[src/design/mwq_pkg.sv]
// Shared types, constants and helpers for the multi-window queue dispatcher.
package mwq_pkg;

    localparam int TIME_W     = 16;
    localparam int SVC_W      = 10;
    localparam int CNT_CFG_W  = 5;
    localparam int MIN_CFG_W  = 11;
    localparam int CFG_DATA_W = 11;
    localparam int CFG_IDX_W  = 3;

    localparam logic [CFG_IDX_W-1:0] CFG_NUM_WINDOWS    = 3'd0;
    localparam logic [CFG_IDX_W-1:0] CFG_QUEUE_CAPACITY = 3'd1;
    localparam logic [CFG_IDX_W-1:0] CFG_OPEN_MINUTE    = 3'd2;
    localparam logic [CFG_IDX_W-1:0] CFG_CLOSE_MINUTE   = 3'd3;

    localparam logic [CNT_CFG_W-1:0] RST_NUM_WINDOWS    = 5'd2;
    localparam logic [CNT_CFG_W-1:0] RST_QUEUE_CAPACITY = 5'd2;
    localparam logic [MIN_CFG_W-1:0] RST_OPEN_MINUTE    = 11'd480;
    localparam logic [MIN_CFG_W-1:0] RST_CLOSE_MINUTE   = 11'd1020;

    typedef struct packed {
        logic [TIME_W-1:0] end_t;
        logic [TIME_W-1:0] pop_t;
    } time_entry_t;

    function automatic logic [TIME_W-1:0] sat_add(input logic [TIME_W-1:0] a,
                                                  input logic [TIME_W-1:0] b);
        logic [TIME_W:0] s;
        s = {1'b0, a} + {1'b0, b};
        return s[TIME_W] ? {TIME_W{1'b1}} : s[TIME_W-1:0];
    endfunction

endpackage

[src/design/multi_window_queue_dispatcher_top.sv]
// Top level of the multi-window queue dispatcher: control sequencer and state memories.
//
// Usage:
//   Input channel (in_valid / in_stall / service_time) takes one job per item.
//   Output channel (out_valid / out_stall / finish_minute, server_index, refused)
//   returns exactly one item per job, in arrival order.
//   Config port (cfg_we / cfg_index / cfg_data) writes num_windows (0),
//   queue_capacity (1), open_minute (2), close_minute (3); write only when idle.
//   Writing 0..2 restarts dispatch: queues empty, all servers at open_minute.
// Sequence:
//   While queues fill, a job is accepted, reads the time memory, then hands on its result.
//   Once full, a job goes through the earliest-head search, which reads one server's
//   pop time from the time memory per cycle, then a state that pops/pushes the queue
//   memory and one that writes the updated times back.
//   in_stall is high from acceptance until the result is handed to the output
//   register. The output register lets the next job start while a result waits;
//   a stalled receiver holds the result and, once a new one is ready, the block.
// Reset: server times read as open_minute through per-server valid bits, so no
//   clearing pass is needed; the queue memory is never read before it is written.
module multi_window_queue_dispatcher_top
    import mwq_pkg::*;
#(
    parameter int MAX_SERVERS = 16,
    parameter int MAX_QUEUE   = 16
) (
    input  logic                  clk,
    input  logic                  rst_n,
    input  logic                  cfg_we,
    input  logic [CFG_IDX_W-1:0]  cfg_index,
    input  logic [CFG_DATA_W-1:0] cfg_data,
    input  logic                  in_valid,
    output logic                  in_stall,
    input  logic [SVC_W-1:0]      service_time,
    output logic                  out_valid,
    input  logic                  out_stall,
    output logic [TIME_W-1:0]     finish_minute,
    output logic [3:0]            server_index,
    output logic                  refused
);

    localparam int SW   = (MAX_SERVERS > 1) ? $clog2(MAX_SERVERS) : 1;
    localparam int QW   = (MAX_QUEUE > 1) ? $clog2(MAX_QUEUE) : 1;
    localparam int NW_W = SW + 1;
    localparam int MW   = QW + 1;
    localparam int QD   = MAX_SERVERS * MAX_QUEUE;
    localparam int AW   = (QD > 1) ? $clog2(QD) : 1;
    localparam int JW   = $clog2(QD + 1);
    localparam int EW   = $bits(time_entry_t);

    typedef enum logic [2:0] {S_IDLE, S_FILL, S_SCAN, S_POP, S_UPD, S_DONE} state_t;

    state_t               state_reg;
    logic [CNT_CFG_W-1:0] nw_reg;
    logic [CNT_CFG_W-1:0] qc_reg;
    logic [MIN_CFG_W-1:0] open_reg;
    logic [MIN_CFG_W-1:0] close_reg;
    logic [SVC_W-1:0]     t_reg;
    logic [SW-1:0]        cnt_reg;
    logic [SW-1:0]        sel_reg;
    logic [SW-1:0]        rr_reg;
    logic [JW-1:0]        jobs_reg;
    logic [TIME_W-1:0]    min_reg;
    logic [TIME_W-1:0]    sel_end_reg;
    logic [TIME_W-1:0]    fin_reg;
    logic                 ref_reg;
    logic                 fwd_reg;
    logic [QW-1:0]        head_reg [MAX_SERVERS];
    logic [QW-1:0]        tail_reg [MAX_SERVERS];
    logic [MAX_SERVERS-1:0] valid_reg;
    logic                 out_valid_reg;
    logic [TIME_W-1:0]    out_fin_reg;
    logic [3:0]           out_srv_reg;
    logic                 out_ref_reg;

    logic [NW_W-1:0]      n_eff;
    logic [MW-1:0]        m_eff;
    logic [JW-1:0]        fill_cnt;
    logic                 fill_phase;
    logic                 first_round;
    logic                 in_accept;
    logic [TIME_W-1:0]    open16;
    logic [TIME_W-1:0]    close16;
    logic [TIME_W-1:0]    t16;

    logic                 t_we;
    logic [SW-1:0]        t_waddr;
    time_entry_t          t_wdata;
    logic [SW-1:0]        t_raddr;
    logic [EW-1:0]        t_rdata_raw;
    time_entry_t          t_rdata;
    logic [SW-1:0]        rd_idx;
    logic [TIME_W-1:0]    cur_end;
    logic [TIME_W-1:0]    cur_pop;
    logic [TIME_W-1:0]    fill_finish;

    logic                 q_we;
    logic [AW-1:0]        q_waddr;
    logic [AW-1:0]        q_raddr;
    logic [SVC_W-1:0]     q_rdata;
    logic [SVC_W-1:0]     q_head_val;
    logic [TIME_W-1:0]    pop_new;
    logic [QW-1:0]        sel_head_inc;
    logic [QW-1:0]        sel_tail_inc;
    logic [QW-1:0]        rr_tail_inc;
    logic [SW-1:0]        rr_inc;

    function automatic logic [QW-1:0] ptr_inc(input logic [QW-1:0] p);
        return (p == QW'(MAX_QUEUE - 1)) ? '0 : p + 1'b1;
    endfunction

    function automatic logic [AW-1:0] q_addr(input logic [SW-1:0] s,
                                             input logic [QW-1:0] p);
        return AW'(s) * AW'(MAX_QUEUE) + AW'(p);
    endfunction

    always_comb
    begin
        if (nw_reg == '0)
            n_eff = NW_W'(1);
        else if (32'(nw_reg) > 32'(MAX_SERVERS))
            n_eff = NW_W'(MAX_SERVERS);
        else
            n_eff = NW_W'(nw_reg);

        if (qc_reg == '0)
            m_eff = MW'(1);
        else if (32'(qc_reg) > 32'(MAX_QUEUE))
            m_eff = MW'(MAX_QUEUE);
        else
            m_eff = MW'(qc_reg);
    end

    assign fill_cnt    = JW'(n_eff) * JW'(m_eff);
    assign fill_phase  = jobs_reg < fill_cnt;
    assign first_round = jobs_reg < JW'(n_eff);
    assign in_stall    = (state_reg != S_IDLE);
    assign in_accept   = in_valid && !in_stall;
    assign open16      = {{(TIME_W - MIN_CFG_W){1'b0}}, open_reg};
    assign close16     = {{(TIME_W - MIN_CFG_W){1'b0}}, close_reg};
    assign t16         = {{(TIME_W - SVC_W){1'b0}}, t_reg};

    assign t_rdata     = time_entry_t'(t_rdata_raw);
    assign rd_idx      = (state_reg == S_FILL) ? rr_reg : cnt_reg;
    assign cur_end     = valid_reg[rd_idx] ? t_rdata.end_t : open16;
    assign cur_pop     = valid_reg[rd_idx] ? t_rdata.pop_t : open16;
    assign fill_finish = sat_add(cur_end, t16);

    assign sel_head_inc = ptr_inc(head_reg[sel_reg]);
    assign sel_tail_inc = ptr_inc(tail_reg[sel_reg]);
    assign rr_tail_inc  = ptr_inc(tail_reg[rr_reg]);
    assign rr_inc       = (NW_W'(rr_reg) + 1'b1 == n_eff) ? '0 : rr_reg + 1'b1;
    assign q_head_val   = fwd_reg ? t_reg : q_rdata;
    assign pop_new      = sat_add(min_reg, {{(TIME_W - SVC_W){1'b0}}, q_head_val});

    always_comb
    begin
        case (state_reg)
            S_IDLE:  t_raddr = fill_phase ? rr_reg : '0;
            S_SCAN:  t_raddr = cnt_reg + 1'b1;
            default: t_raddr = '0;
        endcase
    end

    always_comb
    begin
        t_we    = 1'b0;
        t_waddr = sel_reg;
        t_wdata = '{end_t: fin_reg, pop_t: pop_new};
        q_we    = 1'b0;
        q_waddr = q_addr(sel_reg, tail_reg[sel_reg]);
        q_raddr = q_addr(sel_reg, sel_head_inc);
        case (state_reg)
            S_FILL:
            begin
                t_we    = 1'b1;
                t_waddr = rr_reg;
                t_wdata = '{end_t: fill_finish,
                            pop_t: first_round ? fill_finish : cur_pop};
                q_we    = 1'b1;
                q_waddr = q_addr(rr_reg, tail_reg[rr_reg]);
            end
            S_POP:
            begin
                q_we = 1'b1;
            end
            S_UPD:
            begin
                t_we = 1'b1;
            end
            default:
            begin
            end
        endcase
    end

    mwq_ram #(
        .WIDTH (EW),
        .DEPTH (MAX_SERVERS)
    ) u_time_ram (
        .clk   (clk),
        .we    (t_we),
        .waddr (t_waddr),
        .wdata (EW'(t_wdata)),
        .raddr (t_raddr),
        .rdata (t_rdata_raw)
    );

    mwq_ram #(
        .WIDTH (SVC_W),
        .DEPTH (QD)
    ) u_queue_ram (
        .clk   (clk),
        .we    (q_we),
        .waddr (q_waddr),
        .wdata (t_reg),
        .raddr (q_raddr),
        .rdata (q_rdata)
    );

    always_ff @(posedge clk or negedge rst_n)
    begin
        if (!rst_n)
        begin
            state_reg     <= S_IDLE;
            nw_reg        <= RST_NUM_WINDOWS;
            qc_reg        <= RST_QUEUE_CAPACITY;
            open_reg      <= RST_OPEN_MINUTE;
            close_reg     <= RST_CLOSE_MINUTE;
            t_reg         <= '0;
            cnt_reg       <= '0;
            sel_reg       <= '0;
            rr_reg        <= '0;
            jobs_reg      <= '0;
            min_reg       <= '0;
            sel_end_reg   <= '0;
            fin_reg       <= '0;
            ref_reg       <= 1'b0;
            fwd_reg       <= 1'b0;
            valid_reg     <= '0;
            out_valid_reg <= 1'b0;
            out_fin_reg   <= '0;
            out_srv_reg   <= '0;
            out_ref_reg   <= 1'b0;
            for (int i = 0; i < MAX_SERVERS; i++)
            begin
                head_reg[i] <= '0;
                tail_reg[i] <= '0;
            end
        end
        else
        begin
            if (cfg_we)
            begin
                case (cfg_index)
                    CFG_NUM_WINDOWS, CFG_QUEUE_CAPACITY, CFG_OPEN_MINUTE:
                    begin
                        if (cfg_index == CFG_NUM_WINDOWS)
                            nw_reg <= cfg_data[CNT_CFG_W-1:0];
                        if (cfg_index == CFG_QUEUE_CAPACITY)
                            qc_reg <= cfg_data[CNT_CFG_W-1:0];
                        if (cfg_index == CFG_OPEN_MINUTE)
                            open_reg <= cfg_data;
                        valid_reg <= '0;
                        rr_reg    <= '0;
                        jobs_reg  <= '0;
                        for (int i = 0; i < MAX_SERVERS; i++)
                        begin
                            head_reg[i] <= '0;
                            tail_reg[i] <= '0;
                        end
                    end
                    CFG_CLOSE_MINUTE:
                    begin
                        close_reg <= cfg_data;
                    end
                    default:
                    begin
                    end
                endcase
            end

            if (out_valid_reg && !out_stall && state_reg != S_DONE)
                out_valid_reg <= 1'b0;

            case (state_reg)
                S_IDLE:
                begin
                    if (in_accept)
                    begin
                        t_reg   <= service_time;
                        cnt_reg <= '0;
                        state_reg <= fill_phase ? S_FILL : S_SCAN;
                    end
                end
                S_FILL:
                begin
                    fin_reg          <= fill_finish;
                    ref_reg          <= (cur_end >= close16);
                    sel_reg          <= rr_reg;
                    tail_reg[rr_reg] <= rr_tail_inc;
                    valid_reg[rr_reg] <= 1'b1;
                    jobs_reg         <= jobs_reg + 1'b1;
                    rr_reg           <= rr_inc;
                    state_reg        <= S_DONE;
                end
                S_SCAN:
                begin
                    if (cnt_reg == '0 || cur_pop < min_reg)
                    begin
                        min_reg     <= cur_pop;
                        sel_reg     <= cnt_reg;
                        sel_end_reg <= cur_end;
                    end
                    if (NW_W'(cnt_reg) + 1'b1 == n_eff)
                        state_reg <= S_POP;
                    else
                        cnt_reg <= cnt_reg + 1'b1;
                end
                S_POP:
                begin
                    head_reg[sel_reg] <= sel_head_inc;
                    tail_reg[sel_reg] <= sel_tail_inc;
                    fwd_reg           <= (sel_head_inc == tail_reg[sel_reg]);
                    fin_reg           <= sat_add(sel_end_reg, t16);
                    ref_reg           <= (sel_end_reg >= close16);
                    state_reg         <= S_UPD;
                end
                S_UPD:
                begin
                    valid_reg[sel_reg] <= 1'b1;
                    state_reg          <= S_DONE;
                end
                S_DONE:
                begin
                    if (!out_valid_reg || !out_stall)
                    begin
                        out_valid_reg <= 1'b1;
                        out_fin_reg   <= fin_reg;
                        out_srv_reg   <= 4'(sel_reg);
                        out_ref_reg   <= ref_reg;
                        state_reg     <= S_IDLE;
                    end
                end
                default:
                begin
                    state_reg <= S_IDLE;
                end
            endcase
        end
    end

    assign out_valid     = out_valid_reg;
    assign finish_minute = out_fin_reg;
    assign server_index  = out_srv_reg;
    assign refused       = out_ref_reg;

    a_scan_in_range: assert property (@(posedge clk) disable iff (!rst_n)
        (state_reg == S_SCAN) |-> (NW_W'(cnt_reg) < n_eff))
        else $error("scan index beyond active servers");

    a_sel_in_range: assert property (@(posedge clk) disable iff (!rst_n)
        (state_reg == S_POP || state_reg == S_UPD) |-> (NW_W'(sel_reg) < n_eff))
        else $error("selected server beyond active servers");

    a_jobs_bounded: assert property (@(posedge clk) disable iff (!rst_n)
        jobs_reg <= fill_cnt)
        else $error("job count passed fill count");

    a_accept_busy: assert property (@(posedge clk) disable iff (!rst_n)
        in_accept |=> in_stall)
        else $error("block did not go busy after taking an item");

    a_scan_only_full: assert property (@(posedge clk) disable iff (!rst_n)
        (state_reg == S_IDLE && in_accept && !fill_phase) |=> (state_reg == S_SCAN))
        else $error("full-queue job did not start the search");

endmodule

[src/design/mwq_ram.sv]
// Generic single-write, single-read synchronous RAM with registered read data.
module mwq_ram #(
    parameter int WIDTH = 32,
    parameter int DEPTH = 16
) (
    input  logic                                 clk,
    input  logic                                 we,
    input  logic [(DEPTH > 1 ? $clog2(DEPTH) : 1)-1:0] waddr,
    input  logic [WIDTH-1:0]                     wdata,
    input  logic [(DEPTH > 1 ? $clog2(DEPTH) : 1)-1:0] raddr,
    output logic [WIDTH-1:0]                     rdata
);

    logic [WIDTH-1:0] mem [DEPTH];
    logic [WIDTH-1:0] rdata_reg;

    always_ff @(posedge clk)
    begin
        if (we)
        begin
            mem[waddr] <= wdata;
        end
        rdata_reg <= mem[raddr];
    end

    assign rdata = rdata_reg;

endmodule
[config.mk]
export PLATFORM = sky130hd
export DESIGN_NAME = multi_window_queue_dispatcher_top
export DESIGN_NICKNAME = d
export VERILOG_FILES = /design/src/design/mwq_pkg.sv /design/src/design/multi_window_queue_dispatcher_top.sv /design/src/design/mwq_ram.sv
export SDC_FILE = /design/constraint.sdc
export NUM_CORES = 2
export LEC_CHECK = 0
export BUFFER_PORTS_ARGS = -buffer_cell sky130_fd_sc_hd__clkbuf_2
export CAP_MARGIN = 10
export CORE_UTILIZATION = 61
export CTS_BUF_LIST = sky130_fd_sc_hd__clkbuf_4 sky130_fd_sc_hd__clkbuf_8 sky130_fd_sc_hd__clkbuf_16
export CTS_CLUSTER_DIAMETER = 80
export DETAILED_ROUTE_END_ITERATION = 16
export GPL_TIMING_DRIVEN = 0
export PLACE_DENSITY = 0.77
export SLEW_MARGIN = 30
export SYNTH_ARGS = -nofsm -noshare
export SYNTH_HDL_FRONTEND = slang
export SYNTH_HIERARCHICAL = 1
export SYNTH_SLANG_ARGS = --single-unit
[constraint.sdc]
create_clock -name clk -period 9.2 [get_ports clk]
set_input_delay 1.38 -clock clk [delete_from_list [all_inputs] [get_ports clk]]
set_output_delay 1.38 -clock clk [all_outputs]
set_load 0.02 [all_outputs]
-- Word level (Yosys, flattened, before mapping)
Memories as Yosys holds them, arrays and structs flattened. A register that Yosys moved wholly into a read port is not among the register bits.
Cells that the tools add are included.
- register bits: 282
- memory bits (writable): 3072
- input bits: 29
- output and inout port bits: 23
- memories kept: 2
- $add $sub $neg: 14
- multipliers: 1
- magnitude comparators: 16
- eq/ne operators: 20
- mux-type cells: 79
- bitwise logic cells: 4
- reductions and logical operators: 37
- memories (name ; words ; bits a word ; rd ports ; clocked after Yosys merged registers in ; wr ports ; RTL line ; RTL):
    u_queue_ram.mem ; 256 ; 10 ; 1 ; 1 ; 1 ; mwq_ram.sv:14 ; logic [WIDTH-1:0] mem [DEPTH];
    u_time_ram.mem ; 16 ; 32 ; 1 ; 1 ; 1 ; mwq_ram.sv:14 ;
- operators with widths (operator ; count):
    64-bit 2-to-1 mux ; 5
    64-bit bitwise mux ; 3
    16-bit 2-to-1 mux ; 8
    64-bit case mux with 2 select lines ; 1
    4-bit 2-to-1 mux ; 21
    16-bit case mux with 2 select lines ; 2
    16-bit by 10-bit adder with 17-bit output ; 3
    4-bit binary-select mux with 4-bit select ; 3
    4-bit demux with 4-bit select ; 2
    16-bit by 11-bit greater-or-equal comparator with 1-bit output ; 2
    32-bit 2-to-1 mux ; 1
    16-bit OR ; 2
    9-bit 2-to-1 mux ; 3
    8-bit by 4-bit adder with 8-bit output ; 3
    4-bit case mux with 2 select lines ; 3
    4-bit by 1-bit adder with 4-bit output (second input constant) ; 5
    5-bit 2-to-1 mux ; 4
    16-bit less-than comparator ; 1
    4-bit by 5-bit less-than comparator with 1-bit output (second input constant) ; 3
    3-bit case mux with 5 select lines ; 1
    3-bit AND reduction ; 5
    3-bit by 2-bit equality test with 1-bit output (second input constant) ; 4
    4-bit equality test (second input constant) ; 3
    1-bit 2-to-1 mux ; 12
    other kinds (34) ; 71

-- Longest topological paths before layout
- depth after elaboration: 9
- depth in mapped cells: 27
- depth with buffers taken out: 24

-- Hierarchy
The synthesis kept the hierarchy.
- modules (own cells, without submodules) (module ; instances ; cells each ; area an instance (µm²)):
    mwq_ram (u_queue_ram) ; 1 ; 4642 ; 99253.9
    mwq_ram (u_time_ram) ; 1 ; 838 ; 19854.0
    multi_window_queue_dispatcher_top ; 1 ; 1961 ; 18655.4

-- Worst setup path before layout
OpenSTA, ideal clock, no wires.
- path kind: reg2reg
- start point: reg t_reg[1]
- end point: mem u_time_ram.mem[0][0], data pin
- library setup time: 340 ps
- arrival: 6654 ps
- data required time: 8860 ps
- slack: 2206 ps
- cell stages (with the launch flop): 13
- path buffers: 2
- clock period less this slack: 6994 ps
- cells stage by stage: dfrtp_1 > inv_1 > fa_1 > nor2b_1 > o31a_1 > o22ai_1 > o21a_1 > nor3_1 > and4_1 > buf_2 > buf_2 > nor3_1 > a211oi_1
- RTL lines (element ; RTL line ; RTL):
    start, declared ; multi_window_queue_dispatcher_top.sv:57 ; logic [SVC_W-1:0] t_reg;
    start signal, assigned ; multi_window_queue_dispatcher_top.sv:290 ; t_reg <= service_time;
    end, declared ; mwq_ram.sv:14 ;

-- Worst setup path after layout
- start point: reg sel_reg[1]
- end point: reg u_queue_ram.rdata_reg[3] (netlist: u_queue_ram/rdata[3]), read port of u_queue_ram.mem
- longest elaborated chain between the ends: 7
- elaborated cells on any way between the ends: 8
- those cells by class: add/sub (2); eq/ne (1); mux (4); bitwise (1)
- ends and longest elaborated chain (element ; RTL line ; RTL):
    start, declared ; multi_window_queue_dispatcher_top.sv:59 ; logic [SW-1:0] sel_reg;
    start signal, assigned ; multi_window_queue_dispatcher_top.sv:299 ; sel_reg <= rr_reg;
    start signal, assigned ; multi_window_queue_dispatcher_top.sv:311 ; sel_reg <= cnt_reg;
    4-bit NOT with 5-bit output (implied by the code) * ; multi_window_queue_dispatcher_top.sv:148 ; assign sel_head_inc = ptr_inc(head_reg[sel_reg]);
    4-bit binary-select mux with 4-bit select * ; multi_window_queue_dispatcher_top.sv:148 ;
    4-bit 2-to-1 mux (implied by the code) * (2 in series) ; multi_window_queue_dispatcher_top.sv:148 ;
    4-bit by 1-bit adder with 4-bit output / 4-bit equality test (equally long branches) ; multi_window_queue_dispatcher_top.sv:108 ; return (p == QW'(MAX_QUEUE - 1)) ? '0 : p + 1'b1;
    4-bit 2-to-1 mux * ; multi_window_queue_dispatcher_top.sv:108 ;
    8-bit by 4-bit adder with 8-bit output * ; multi_window_queue_dispatcher_top.sv:113 ; return AW'(s) * AW'(MAX_QUEUE) + AW'(p);
    via q_raddr[2] ; multi_window_queue_dispatcher_top.sv:98 ; logic [AW-1:0] q_raddr;
    end, declared ; mwq_ram.sv:15 ; logic [WIDTH-1:0] rdata_reg;
Mark *: on every way through the listed nets, which the timed path passes. The rest lies on a longest branch. The select of a mux whose other input is x is not followed.
A chain may end at the register's enable or synchronous reset.

==> impl_results.md <==
- Hold Slack: 0.237 ns
- Starting Density: roughly three fifths
- Placed Cells: between 10000 and 15000
- Number of synthesized flops with an enable pin: about 3000
- CP Max Fanout: 10
- Post_cts resized: 0
- Outcome: finished with violations
- Fillcell total: 13500
- GRT overflow: 0
- Final Non-Filler Cells: 11300
- Yosys cell types: 92
- Synthesized area: 0.138 sq mm
- Max Cap Viol: 0
- DP Area: between 0.1 and 0.15 sq mm
- P_leak: approximately 0.053 uW
- Synthesis-stage register bit count: around 3400
- Most flops, register: u_queue_ram/mem
- Synth async-reset ratio: ~8.3%
- Drt first pass iters: 12
- Register area share after synthesis: ~73%
- Leading cell types in the layout, fill and taps excluded: edfxtp_1 (3072), mux4_2 (677), clkbuf_16 (357)
- Max reg flops: 2560
- Largest regs: u_queue_ram/mem: 2560 flops, u_time_ram/mem: 512 flops
- Total Wirelength: about 450000 um
- Share of cells above drive strength 1: approximately a quarter
- Syn nets: between 7000 and 8000
- Longest Clk Path Bufs: 4
- Row cnt: between 150 and 200
- Vias in the first global route: 80700
- Failing checks: negative setup slack
- Final-report hold violation count: 0
- CTS root buf: clkbuf_16
- H-tree depth: 5
- Tmin final: between 9 and 10 ns
- RR Endpoint: u_queue_ram/rdata[3]$_DFF_P_
- Yosys warns: 6
- IO buf count: 51
- Ports: 52
- Post CTS Setup Buffer Count: 0
- Worst-Skew Late Latency: slightly above 1 ns
- Die area: ~0.23 sq mm
- Worst R2R Start: sel_reg[1]$_DFFE_PN0P_
- Top layer in use: met5
- Largest net degree at the start of global routing: 76
- CTS Hold Bufs: 0
- GR Util All Layers: 39.8%
- Metal2 WL: 193000 um
- RSZ-0062 raised after global routing: false
- Met3 Wirelength: 77800 um
- Maximum clock rate: between 0.1 and 0.15 GHz
- Drt first-iter violations: approximately 15000
- Die Width: between 400 and 500 um
- Slew @ Worst Pin: 1.21 ns
- Worst VDD drop: 234 uV
- Setup ws final: -0.113 ns
- Final instance area: approximately 0.16 sq mm
- CTS tree: done
- Synth Flop Type: edfxtp_1
- Die Ht: about 480 um
- Met1 WL: between 150000 and 200000 um
- Dpl hpwl: between 300000 and 400000 um
- CTS Sinks: 3396
- First-pass GRT wire length: just over 600000 um
- RD Place Congestion: approximately 1
- Final Power: roughly 46000 uW
- Final core utilization: a little over two thirds
- Syn avg cell area: 18.5 sq um
- Reg2Reg Setup Slack: -0.11 ns
- Hold Crit Class: in2async
- R2R cell count: 17
- CP Launch Type: flop
- CP endpoint kind: flop
- Antenna violations before repair: 28
- Cells after synthesis: 7441
- Detailed-route DRC error count: 0
- Part of the cycle the worst path needs: 101%
- Final setup violation count: 5
- CTS Buf Count: ~350
- Via count: approximately 84000
- DR vias/cell: ~7.5
- CP Data Arrival Time: around 10 ns
- # nets final: 8118
- Final ANT Viol Nets: 0
- Area growth from synthesis to layout: 13.9%
- Setup Skew: approximately 0.078 ns
- CP required: 9.98 ns
- WS Path Type: reg2reg
- Fin. max-slew vios: 0
- CORE AREA: roughly 0.22 sq mm
- Slew HR: between 10% and 20%
- Drt wl/cell: between 40 and 50 um
- Worst-path clk slew: 0.07 ns
- Pwr per Cell Area: between 200 and 300 mW/mm^2
- Commonest non-fill, non-tap cell in the layout: edfxtp_1
## metal layers
layer | vias to the layer above | track usage, %
met5 | - | 0.693
met4 | 31 | 20.2
met3 | 1587 | 17.3
met2 | 8013 | 55.8
met1 | 42800 | 53.2
li1 | 31500 | -
## metrics by stage
| stage | TNS (ns) | setup WS, ns |
|---|---|---|
| 2_1_floorplan | 0 | 2.21 |
| 3_3_place_gp | -1417.58 | -3.34 |
| 3_5_place_dp | 0 | 0.243 |
| 4_1_cts | 0 | 0.200 |
| 5_1_grt | 0 | 0.145 |
| 6_report | -0.479 | -0.113 |
## layout make-up
| type | count | area (sq um) | area share [%] |
|---|---|---|---|
| flip-flops and latches | 3396 | 100000 | 63.9 |
| clock buffers | 426 | 9490 | 6.05 |
| diodes | 26 | 65.1 | 0.0415 |
| repair buffers | 177 | 2800 | 1.78 |
| plain buffers | 448 | 2680 | 1.71 |
| inverters | 89 | 334 | 0.213 |
| multi-input cells | 3508 | 35700 | 22.8 |
| clock inverters | 191 | 1880 | 1.20 |
| well taps | 2992 | 3740 | 2.39 |
## report_power, final
part           switching (uW)  internal (uW)
Clock                    5890           8330
Combinational            8170           3180
Sequential                659          20100
Total                   14700          31600
## cells in the mapped netlist (27+ instances only)
master | n | area, sq um
clkbuf_1 | 234 | 878
mux2_2 | 102 | 1150
nand2_1 | 287 | 1080
mux4_2 | 677 | 15200
buf_1 | 40 | 150
o221ai_1 | 75 | 657
nor2b_1 | 43 | 269
o21ai_0 | 180 | 901
edfxtp_1 | 3072 | 92200
mux4_1 | 41 | 1080
xnor2_1 | 37 | 324
buf_2 | 64 | 320
a31oi_1 | 38 | 238
mux2i_1 | 228 | 2280
nand3_1 | 170 | 851
buf_4 | 46 | 345
dfxtp_1 | 42 | 841
dfrtp_1 | 268 | 6710
nand4_1 | 38 | 238
o22ai_1 | 73 | 457
a21oi_1 | 187 | 936
ha_1 | 106 | 1330
buf_6 | 30 | 338
nor2_1 | 446 | 1670
nand2b_1 | 27 | 169
a22oi_1 | 287 | 2150
nor4_1 | 32 | 200
inv_1 | 85 | 319
nor3_1 | 64 | 320
## cell families (layout without fill, tap and decap cells)
| kind of cell | after synthesis | count (layout) | synth area share, % |
|---|---|---|---|
| compound gates | 1082 | 1082 | 5.33 |
| xor+xnor | 55 | 55 | 0.350 |
| fa+ha+maj | 117 | 117 | 1.12 |
| buf+inv | 537 | 1331 | 2.13 |
| flops | 3396 | 3396 | 72.7 |
| mux | 1055 | 1055 | 14.4 |
| other cells | 0 | 26 | 0 |
| simple gates | 1199 | 1199 | 3.95 |
## worst max-delay path, stage by stage, from the launching register on
cell,delay [ns]
dfrtp_2,0.77
buf_2,0.38
buf_2,0.41
clkbuf_1,0.77
nor2_1,0.16
a22oi_1,0.31
nand2_1,0.15
xnor2_1,0.74
clkbuf_1,0.44
inv_1,0.43
buf_2,0.44
nor2_1,0.83
clkbuf_1,0.93
a22oi_1,0.25
a21o_1,0.28
o21ai_1,0.61
o32ai_1,0.50
nor3_1,0.69
## worst max-delay path by stage
stage | slack [ns] | cells after the start | from | end
final | -0.11 | 17 | sel_reg[1]$_DFFE_PN0P_ | u_queue_ram/rdata[3]$_DFF_P_
after global routing | 0.15 | 17 | sel_reg[1]$_DFFE_PN0P_ | u_queue_ram/rdata[3]$_DFF_P_
after CTS | 0.20 | 17 | sel_reg[1]$_DFFE_PN0P_ | u_queue_ram/rdata[3]$_DFF_P_
after detailed placement | 0.24 | 17 | sel_reg[1]$_DFFE_PN0P_ | u_queue_ram/rdata[5]$_DFF_P_
after global placement | -3.34 | 11 | t_reg[1]$_DFFE_PN0P_ | u_time_ram/mem[4][9]$_DFFE_PP_
after floorplan | 2.21 | 12 | t_reg[1]$_DFFE_PN0P_ | u_time_ram/mem[0][0]$_DFFE_PP_
(Power assumes the default switching activity.)
